## src/rtl/core/wlcc_pkg.sv

```systemverilog
// Shared types and constants for the wrapped line and column counter.
package wlcc_pkg;

	localparam logic [1:0] OP_BREAK = 2'd0;
	localparam logic [1:0] OP_PLAIN = 2'd1;
	localparam logic [1:0] OP_WRAP  = 2'd2;
	localparam logic [1:0] OP_HEX   = 2'd3;

	localparam logic [1:0] REG_TEXT_W = 2'd0;
	localparam logic [1:0] REG_TAB_W  = 2'd1;
	localparam logic [1:0] REG_HEX_B  = 2'd2;

	localparam logic [7:0] CH_TAB = 8'h09;
	localparam logic [7:0] CH_LF  = 8'h0A;
	localparam logic [7:0] CH_CR  = 8'h0D;

	localparam logic [10:0] TEXT_W_MAX = 11'd1024;
	localparam logic [6:0]  TAB_W_MAX  = 7'd64;
	localparam logic [8:0]  HEX_B_MAX  = 9'd256;

	localparam logic [10:0] TEXT_W_RST = 11'd80;
	localparam logic [6:0]  TAB_W_RST  = 7'd8;
	localparam logic [8:0]  HEX_B_RST  = 9'd16;

	localparam int DIV_W = 17;

	typedef struct packed {
		logic [10:0] text_w;
		logic [6:0]  tab_w;
		logic [8:0]  hex_b;
	} cfg_t;

	typedef struct packed {
		logic             start;
		logic [DIV_W-1:0] dividend;
		logic [8:0]       divisor;
	} div_req_t;

	typedef struct packed {
		logic             done;
		logic [DIV_W-1:0] quo;
		logic [8:0]       rem;
	} div_rsp_t;

endpackage

```

## src/rtl/core/wlcc_cfg.sv

```systemverilog
// Configuration registers, clamped to their legal ranges on write.
module wlcc_cfg (
	input  logic                clk,
	input  logic                arst_n,
	input  logic                cfg_valid,
	input  logic                cfg_ready,
	input  logic [1:0]          cfg_index,
	input  logic [10:0]         cfg_data,
	output wlcc_pkg::cfg_t      cfg
);

	logic [10:0] text_w_q;
	logic [6:0]  tab_w_q;
	logic [8:0]  hex_b_q;
	logic [10:0] text_w_d;
	logic [6:0]  tab_w_d;
	logic [8:0]  hex_b_d;

	always_comb begin
		text_w_d = cfg_data;
		if (cfg_data == 11'd0) begin
			text_w_d = 11'd1;
		end else if (cfg_data > wlcc_pkg::TEXT_W_MAX) begin
			text_w_d = wlcc_pkg::TEXT_W_MAX;
		end
		tab_w_d = cfg_data[6:0];
		if (cfg_data[6:0] == 7'd0) begin
			tab_w_d = 7'd1;
		end else if (cfg_data[6:0] > wlcc_pkg::TAB_W_MAX) begin
			tab_w_d = wlcc_pkg::TAB_W_MAX;
		end
		hex_b_d = cfg_data[8:0];
		if (cfg_data[8:0] == 9'd0) begin
			hex_b_d = 9'd1;
		end else if (cfg_data[8:0] > wlcc_pkg::HEX_B_MAX) begin
			hex_b_d = wlcc_pkg::HEX_B_MAX;
		end
	end

	always_ff @(posedge clk or negedge arst_n) begin
		if (!arst_n) begin
			text_w_q <= wlcc_pkg::TEXT_W_RST;
			tab_w_q  <= wlcc_pkg::TAB_W_RST;
			hex_b_q  <= wlcc_pkg::HEX_B_RST;
		end else if (cfg_valid && cfg_ready) begin
			unique case (cfg_index)
				wlcc_pkg::REG_TEXT_W: text_w_q <= text_w_d;
				wlcc_pkg::REG_TAB_W:  tab_w_q  <= tab_w_d;
				wlcc_pkg::REG_HEX_B:  hex_b_q  <= hex_b_d;
				default: ;
			endcase
		end
	end

	assign cfg.text_w = text_w_q;
	assign cfg.tab_w  = tab_w_q;
	assign cfg.hex_b  = hex_b_q;

endmodule

```

## src/rtl/core/wlcc_div.sv

```systemverilog
// Bit-serial restoring divider, one quotient bit per cycle.
module wlcc_div (
	input  logic                clk,
	input  logic                arst_n,
	input  wlcc_pkg::div_req_t  req,
	output wlcc_pkg::div_rsp_t  rsp
);

	localparam int W = wlcc_pkg::DIV_W;

	logic [W-1:0]         dq_q;
	logic [8:0]           r_q;
	logic [8:0]           d_q;
	logic [4:0]           cnt_q;
	logic                 busy_q;
	logic                 done_q;
	logic [9:0]           trial;
	logic                 fits;
	logic [9:0]           diff;

	assign trial = {r_q, dq_q[W-1]};
	assign fits  = trial >= {1'b0, d_q};
	assign diff  = trial - {1'b0, d_q};

	always_ff @(posedge clk or negedge arst_n) begin
		if (!arst_n) begin
			busy_q <= 1'b0;
			done_q <= 1'b0;
			cnt_q  <= '0;
		end else begin
			done_q <= 1'b0;
			if (req.start) begin
				busy_q <= 1'b1;
				cnt_q  <= '0;
			end else if (busy_q) begin
				cnt_q <= cnt_q + 5'd1;
				if (cnt_q == 5'(W - 1)) begin
					busy_q <= 1'b0;
					done_q <= 1'b1;
				end
			end
		end
	end

	always_ff @(posedge clk) begin
		if (req.start) begin
			dq_q <= req.dividend;
			d_q  <= req.divisor;
			r_q  <= '0;
		end else if (busy_q) begin
			dq_q <= {dq_q[W-2:0], fits};
			r_q  <= fits ? diff[8:0] : trial[8:0];
		end
	end

	assign rsp.done = done_q;
	assign rsp.quo  = dq_q;
	assign rsp.rem  = r_q;

endmodule

```

## src/rtl/core/wrapped_line_column_counter.sv

```systemverilog
// Top level: line and column counter with sequencer and shared divider.
// Tab words in wrap mode and non-empty hex chunk words pass through S_EXEC, S_DIV and S_FIN,
// using the 17-step bit-serial divider; all other words pass through S_EXEC and S_FIN.
// One word at a time, the next accepted only back in S_IDLE; a new word
// is accepted while a result waits at the output, and a held result stalls the next one.
// Reset: clears line count and column, loads widths 80, 8 and 16, drops output valid.
module wrapped_line_column_counter (
	input  logic        clk,
	input  logic        arst_n,
	input  logic        in_valid,
	output logic        in_ready,
	input  logic [1:0]  opcode,
	input  logic [7:0]  char_byte,
	input  logic [15:0] chunk_size,
	input  logic        last_of_part,
	output logic        out_valid,
	input  logic        out_ready,
	output logic [31:0] line_total,
	output logic [10:0] column_now,
	output logic        part_done,
	input  logic        cfg_valid,
	output logic        cfg_ready,
	input  logic [1:0]  cfg_index,
	input  logic [10:0] cfg_data
);

	typedef enum logic [3:0] {
		S_IDLE = 4'b0001,
		S_EXEC = 4'b0010,
		S_DIV  = 4'b0100,
		S_FIN  = 4'b1000
	} state_t;

	state_t              state_q;
	wlcc_pkg::cfg_t      cfg;
	wlcc_pkg::div_req_t  div_req;
	wlcc_pkg::div_rsp_t  div_rsp;

	logic [1:0]  op_q;
	logic [7:0]  ch_q;
	logic [15:0] size_q;
	logic        last_q;
	logic [31:0] line_q;
	logic [10:0] col_q;
	logic        out_valid_q;
	logic [31:0] line_total_q;
	logic [10:0] column_now_q;
	logic        part_done_q;

	logic        wrap_char;
	logic        at_end;
	logic        need_div;
	logic [16:0] add_n;
	logic [10:0] col_n;
	logic [32:0] sum;
	logic [31:0] line_n;
	logic [16:0] hex_t;
	logic [6:0]  step;
	logic [11:0] col_tab;
	logic        fin_fire;

	assign cfg_ready = 1'b1;
	assign in_ready  = (state_q == S_IDLE);

	wlcc_cfg u_cfg (
		.clk       (clk),
		.arst_n    (arst_n),
		.cfg_valid (cfg_valid),
		.cfg_ready (cfg_ready),
		.cfg_index (cfg_index),
		.cfg_data  (cfg_data),
		.cfg       (cfg)
	);

	wlcc_div u_div (
		.clk    (clk),
		.arst_n (arst_n),
		.req    (div_req),
		.rsp    (div_rsp)
	);

	assign wrap_char = (op_q == wlcc_pkg::OP_WRAP) && (ch_q != wlcc_pkg::CH_CR)
		&& (ch_q != wlcc_pkg::CH_LF);
	assign at_end    = col_q >= cfg.text_w;
	assign need_div  = (wrap_char && (ch_q == wlcc_pkg::CH_TAB))
		|| ((op_q == wlcc_pkg::OP_HEX) && (size_q != 16'd0));
	assign hex_t     = {6'd0, col_q} + {1'b0, size_q} - 17'd1;
	assign step      = cfg.tab_w - div_rsp.rem[6:0];
	assign col_tab   = {1'b0, col_q} + {5'd0, step};
	assign fin_fire  = (state_q == S_FIN) && (!out_valid_q || out_ready);

	always_comb begin
		div_req.start    = (state_q == S_EXEC) && need_div;
		div_req.dividend = (op_q == wlcc_pkg::OP_HEX) ? hex_t
			: {6'd0, (at_end ? 11'd0 : col_q)};
		div_req.divisor  = (op_q == wlcc_pkg::OP_HEX) ? cfg.hex_b : {2'd0, cfg.tab_w};
	end

	always_comb begin
		add_n = '0;
		col_n = col_q;
		if (state_q == S_EXEC) begin
			if (wrap_char && at_end) begin
				add_n = 17'd1;
				col_n = '0;
			end
		end else if (state_q == S_FIN) begin
			case (op_q)
				wlcc_pkg::OP_BREAK: begin
					add_n = 17'd1;
					col_n = '0;
				end
				wlcc_pkg::OP_PLAIN: begin
					if (ch_q == wlcc_pkg::CH_LF) begin
						add_n = 17'd1;
					end
				end
				wlcc_pkg::OP_WRAP: begin
					if (ch_q == wlcc_pkg::CH_LF) begin
						add_n = 17'd1;
						col_n = '0;
					end else if (ch_q == wlcc_pkg::CH_TAB) begin
						col_n = (col_tab > {1'b0, cfg.text_w}) ? cfg.text_w : col_tab[10:0];
					end else if (ch_q != wlcc_pkg::CH_CR) begin
						col_n = col_q + 11'd1;
					end
				end
				default: begin
					if (size_q != 16'd0) begin
						add_n = div_rsp.quo;
						col_n = {2'd0, div_rsp.rem} + 11'd1;
					end
				end
			endcase
		end
		sum    = {1'b0, line_q} + {16'd0, add_n};
		line_n = sum[32] ? 32'hFFFF_FFFF : sum[31:0];
	end

	always_ff @(posedge clk or negedge arst_n) begin
		if (!arst_n) begin
			state_q     <= S_IDLE;
			line_q      <= '0;
			col_q       <= '0;
			out_valid_q <= 1'b0;
		end else begin
			if (fin_fire) begin
				out_valid_q <= 1'b1;
			end else if (out_ready) begin
				out_valid_q <= 1'b0;
			end
			unique case (state_q)
				S_IDLE: begin
					if (in_valid) begin
						state_q <= S_EXEC;
					end
				end
				S_EXEC: begin
					line_q  <= line_n;
					col_q   <= col_n;
					state_q <= need_div ? S_DIV : S_FIN;
				end
				S_DIV: begin
					if (div_rsp.done) begin
						state_q <= S_FIN;
					end
				end
				S_FIN: begin
					if (fin_fire) begin
						line_q  <= line_n;
						col_q   <= col_n;
						state_q <= S_IDLE;
					end
				end
				default: state_q <= S_IDLE;
			endcase
		end
	end

	always_ff @(posedge clk) begin
		if (in_valid && in_ready) begin
			op_q   <= opcode;
			ch_q   <= char_byte;
			size_q <= chunk_size;
			last_q <= last_of_part;
		end
		if (fin_fire) begin
			line_total_q <= line_n;
			column_now_q <= col_n;
			part_done_q  <= last_q;
		end
	end

	assign out_valid  = out_valid_q;
	assign line_total = line_total_q;
	assign column_now = column_now_q;
	assign part_done  = part_done_q;

endmodule
```

## config.mk

```make
export PLATFORM = sky130hd
export DESIGN_NAME = wrapped_line_column_counter
export DESIGN_NICKNAME = d
export VERILOG_FILES = /design/src/rtl/core/wlcc_pkg.sv /design/src/rtl/core/wlcc_cfg.sv /design/src/rtl/core/wlcc_div.sv /design/src/rtl/core/wrapped_line_column_counter.sv
export SDC_FILE = /design/constraint.sdc
export NUM_CORES = 1
export LEC_CHECK = 0
export BUFFER_PORTS_ARGS = -buffer_cell sky130_fd_sc_hd__clkbuf_2
export CORE_MARGIN = 2
export CORE_UTILIZATION = 30
export DETAILED_ROUTE_END_ITERATION = 10
export GPL_TIMING_DRIVEN = 0
export SLEW_MARGIN = 30
export SYNTH_ARGS = -nofsm -noshare
export SYNTH_HDL_FRONTEND = slang
export SYNTH_SLANG_ARGS = --single-unit
```

## constraint.sdc

```tcl
create_clock -name clk -period 13.2 [get_ports clk]
set_input_delay 0.66 -clock clk [delete_from_list [all_inputs] [get_ports clk]]
set_output_delay 0.66 -clock clk [all_outputs]
set_load 0.005 [all_outputs]
```

# After elaboration in Yosys (flattened, before gate mapping)
# Index checks and enable logic that the tools add are counted.
# word_totals
register_bits	188
latchBits	0
mem_bits_rw	0
rom_bits	0
out_inout_bits	47
mem_count	0
# classes
n_addsub	9
multipliers	0
div	0
n_lt_le_gt_ge	6
eq_ne	17
shifts	0
muxes	47
bitwise_logic	0
n_reduce_logical	26
# op_table
cell	n
$mux 11	12
$mux 17	6
$mux 32	2
$pmux 32 s2	1
$pmux 17 s2	1
$add 32x17->33	1
$pmux 11 s3	1
$mux 9	3
$pmux 11 s2	1
$mux 7	3
$add 11x16->17	1
$sub 17x1->17 const B	1
$eq 8x4->1 const B	2
$mux 4	4
$ne 8x4->1 const B	2
$pmux 4 s4	1
$reduce_bool 16->1	1
$add 11x7->12	1
$gt 12x11->1	1
$add 11x1->11 const B	1
$ge 11x11->1	1
$gt 11x11->1 const B	1
$logic_not 11->1	1
$add 9x1->10 const B	1
other kinds (27)	55

# Longest topological paths before layout
# depth
word_depth	11
ltp_mapped	24
depth_no_buf	24

# Cells and area by module
# From an unflattened synthesis, not the netlist that was laid out.
# unflattened
cells_unflattened	1269
area_unflattened_um2	12578.3
# by_module_without_submodules
module	instances	cells_per_inst	area_each_um2
wrapped_line_column_counter	1	972	9112.5
wlcc_div	1	184	2212.1
wlcc_cfg	1	113	1253.7

# Worst setup path before layout
# Ideal clock, no wire load.
# synth_path
path_kind	flip-flop to flip-flop
start	register u_div.r_q[0]
end	register column_now_q[9], in the netlist column_now[9], data pin
setup_time_ns	0.272
arrival_ns	4.578
slack_ns	8.350
stages_incl_launch_ff	22
path_buffers	0
path_cell_list	dfxtp_1 ha_1 inv_1 fa_1 a21o_1 a21oi_1 o21bai_1 a21oi_1 xnor2_1 ha_1 or3_1 o21a_1 o21a_1 a221o_1 ha_1 nand4_1 o32ai_1 a31oi_1 nor2_4 mux2_2 o21ai_0 o221ai_1
# synth_via
elab_chain_cells	9
# synth_lines
item	line	text
from (decl)	wlcc_div.sv:12	logic [8:0] r_q;
from (signal assigned)	wlcc_div.sv:52	r_q <= fits ? diff[8:0] : trial[8:0];
$sub 7x7->7	wrapped_line_column_counter.sv:88	assign step = cfg.tab_w - div_rsp.rem[6:0];
$add 11x7->12	wrapped_line_column_counter.sv:89	assign col_tab = {1'b0, col_q} + {5'd0, step};
$gt 12x11->1	wrapped_line_column_counter.sv:123	col_n = (col_tab > {1'b0, cfg.text_w}) ? cfg.text_w : col_tab[10:0];
$mux 11	wrapped_line_column_counter.sv:123	
$mux 11	wrapped_line_column_counter.sv:122	end else if (ch_q == wlcc_pkg::CH_TAB) begin
$mux 11	wrapped_line_column_counter.sv:119	if (ch_q == wlcc_pkg::CH_LF) begin
$pmux 11 s3 (*)	wrapped_line_column_counter.sv:108	case (op_q)
$mux 11 (*)	wrapped_line_column_counter.sv:107	end else if (state_q == S_FIN) begin
$mux 11 (*)	wrapped_line_column_counter.sv:102	if (state_q == S_EXEC) begin
net col_n[9]	wrapped_line_column_counter.sv:54	logic [10:0] col_n;
to (signal assigned)	wrapped_line_column_counter.sv:189	column_now_q <= col_n;
to (decl)	wrapped_line_column_counter.sv:47	logic [10:0] column_now_q;
# The timed path passes the listed nets; every way through them passes the cells marked *.
# A chain may end at the register's enable or synchronous reset.

# Final worst setup path
# Same ends and word-level chain as after synthesis.

==> summary.txt <==
CTS
  – CTS tree: yes
  – CTS buffer count: 17
  – H-tree depth: 4
  – TritonCTS Sinks: 188
  – Root Buffer: clkbuf_16
  – Hold-fix buffers, CTS: 0
  – Post_cts resized: 0
  – Skew-Pair Late Insertion Delay: 0.46 ns
  – Worst-path clk slew: 0.08 ns
  – Post-CTS Setup Inserts: 0
  – CTS max path bufs: 2

Cells and area
  – Final Cell Area: 14,200 µm²
  – Number of fill cells in the layout: 4,181
  – Layout cell share with drive strength beyond 1: 13.2%
  – Layout Utilization: 34.7%
  – Area delta synth->final: 14.1%
  – Diode count: 0
  – NumNets Final: 1,576

Synth
  – Synth top area cells: edfxtp_1, dfrtp_1, ha_1
  – Seq cells post-synth: 188
  – Cell taking the most area after synthesis: edfxtp_1
  – Cell with the most instances after synthesis: inv_1
  – Post-synth EDFFs: 97
  – Synth cell types: 87
  – Asr flop ratio synth: 43.6%
  – Post-Syn Area: 12,400 µm²
  – Synthesized Nets: 1,467
  – Ys Warns: 0
  – Top-area cell type share of the netlist area: 23.5%
  – Synth Instances: 1,317
  – Top_reg_cell synth: edfxtp_1
  – Avg Cell Area, Syn: 9.42 µm²
  – Top cells by count, synth: inv_1, nand2_1, nor2_1, ha_1, edfxtp_1
  – Seq/Total Area, Yosys: 41.5%

Setup path
  – Crit path launch type: register
  – Worst Setup End Kind: register
  – Crit path DAT: 6.22 ns
  – Crit path largest cell delay: 0.68 ns
  – Crit path max fanout: 9
  – CP delay by family, top: compound AO/OA/AOI/OAI gates
  – Critical Path RT: 13.33 ns
  – Crit path kind: reg2reg
  – Crit-path cells: ha_1 -> inv_1 -> fa_1 -> a21o_1 -> a21oi_1 -> o21bai_1 -> a21oi_1 -> xnor2_1 -> ha_1 -> or3_1 -> o21a_1 -> o31ai_4 -> nor2_1 -> xnor2_1 -> ha_1 -> o21a_1 -> o21a_1 -> o32ai_1 -> a31oi_1 -> nor2_4 -> mux2_2 -> o21ai_0 -> o221ai_1
  – WP buf/inv: 1
  – CP max stage cell: a31oi_1

Pwr
  – LEAKAGE: 5.99 nW
  – Pwr/cell area: 223 nW/µm²
  – Peak VDD IR: 0.000117 V

Placement
  – I/O Buffers: 89
  – DP Area: 13,600 µm²
  – Pre-CTS setup slack: 7.28 ns
  – GP Congestion: 0.923
  – HPWL Detailed: 27.2 mm

Timing
  – Max-Slew Margin vs Limit: 38.6%
  – Max Slew Vio Count: 0
  – Period utilization: 46.1%
  – Setup-failing EPs final: 0
  – Max Clock Skew: 0.0128 ns
  – Final hold violation count: 0
  – Setup TNS: 0 ns
  – Fmax: 0.164 GHz
  – WHS: 0.0854 ns
  – Unrepaired setup endpoints after global routing: false
  – Worst setup margin: 7.11 ns
  – Worst-Margin Slew: 0.916 ns
  – Min Clock Period, post-route: 6.09 ns

Floorplanning
  – Area of the core: 40,800 µm²
  – FP Rows: 74
  – Die area: 43,000 µm²
  – Die width: 207 µm
  – DIE HEIGHT: 207 µm
  – Initial Util: 30.4%
  – IO Pins: 92

Min path
  – Min-Delay Path Class: in2async

Global route
  – Global-route wire length before repair: 54.8 mm
  – Initial antenna violation count: 0
  – Pin count of the biggest net entering global routing: 55
  – Vias in the first global route: 9,826
  – Total GRT Usage: 16.2%
  – Grt total ovfl: 0

Detailed routing
  – Routed WL: 35.1 mm
  – Drt pass-1 iters: 8
  – DR DRC count: 0
  – Routed WL per cell: 17.8 µm
  – Post-DRT Antenna Nets: 0
  – Via count: 10,122
  – Vias/cell: 5.14
  – DRT iter0 DRCs: 781

Run status
  – Status: finished clean

Run
  – Maxcap violations: 0
## cell families after synthesis
logic type      Yosys count  synth area share (%)
fa+ha+maj               106                  11.0
other cells               1                0.0302
mux                      39                  3.51
xor+xnor                 61                  4.31
compound gates          341                  18.0
flops                   188                  41.5
buf+inv                 164                  5.18
simple gates            417                  16.5
## metal layers
| layer | up-vias | global-route usage [%] | wire [µm] |
|---|---|---|---|
| li1 | 4955 | - | - |
| met1 | 4865 | 21.0 | 16000 |
| met2 | 256 | 26.5 | 16400 |
| met3 | 46 | 3.07 | 1510 |
| met4 | 0 | 6.80 | 1180 |
| met5 | - | 0 | 0 |
## where the power goes
group | internal, W | leakage, nW | switching [W]
Combinational | 0.000673 | 3.71 | 0.00103
Clock | 0.000255 | 0.290 | 0.000272
Sequential | 0.000794 | 1.99 | 0.000131
Total | 0.00172 | 5.99 | 0.00144
## sequential cells by signal (all words and copies together), names as in the netlist, 11 cells and up
signal / flops
line_q: 32
line_total: 32
u_div.dq_q: 17
size_q: 16
col_q: 11
column_now: 11
u_cfg.text_w_q: 11
## through the flow
| step | power [W] | instances |
|---|---|---|
| 2_1_floorplan | 0.00213 | 1317 |
| 4_1_cts | 0.00317 | 1971 |
| 3_5_place_dp | 0.00263 | 1939 |
| 6_report | 0.00316 | 1971 |
| 3_3_place_gp | 0.00260 | 1938 |
| 5_1_grt | 0.00341 | 1971 |
## final timing paths
check	from	endpoint	slack [ns]	cells after the start
worst max-delay path	u_div.r_q[0]	column_now[9]	7.11	23
worst min-delay path	arst_n	line_q[6]	0.09	1
worst max register to register	u_div.r_q[0]	column_now[9]	7.11	23
worst min register to register	last_q	part_done	0.43	0
max in group asynchronous	arst_n	u_cfg.text_w_q[6]	12.45	2
min in group clk	chunk_size[8]	size_q[8]	0.37	1
## cell usage in the layout, fill, tap and decap left out, types with 22 or more instances in the layout
master,netlist,routed
nand3_1,33,33
nor3_1,28,28
edfxtp_1,97,97
dfrtp_1,77,77
clkbuf_2,0,88
mux2_2,26,26
ha_1,100,100
a21oi_1,93,93
inv_1,115,115
o21ai_0,82,82
nor2_1,109,109
a31oi_1,29,29
clkbuf_1,37,37
xnor2_1,44,44
nand2b_1,22,22
nand2_1,113,113
## cell type report
cell class	count	area [µm²]	share of cell area, %
flip-flops and latches	188	5150	36.4
clock inverters	15	174	1.23
multi-input cells	965	6610	46.7
well taps	532	666	4.70
clock buffers	17	425	3.01
repair buffers	90	482	3.40
plain buffers	49	214	1.51
inverters	115	432	3.05
## worst register-to-register path: stages, from the launching register on
cell	delay [ns]
dfxtp_1	0.61
ha_1	0.23
inv_1	0.06
fa_1	0.40
a21o_1	0.18
a21oi_1	0.22
o21bai_1	0.09
a21oi_1	0.18
xnor2_1	0.11
ha_1	0.29
or3_1	0.36
o21a_1	0.14
o31ai_4	0.10
nor2_1	0.11
xnor2_1	0.18
ha_1	0.33
o21a_1	0.13
o21a_1	0.11
o32ai_1	0.07
a31oi_1	0.68
nor2_4	0.18
mux2_2	0.33
o21ai_0	0.35
o221ai_1	0.32
No activity file was read; power rests on OpenSTA's default activity.
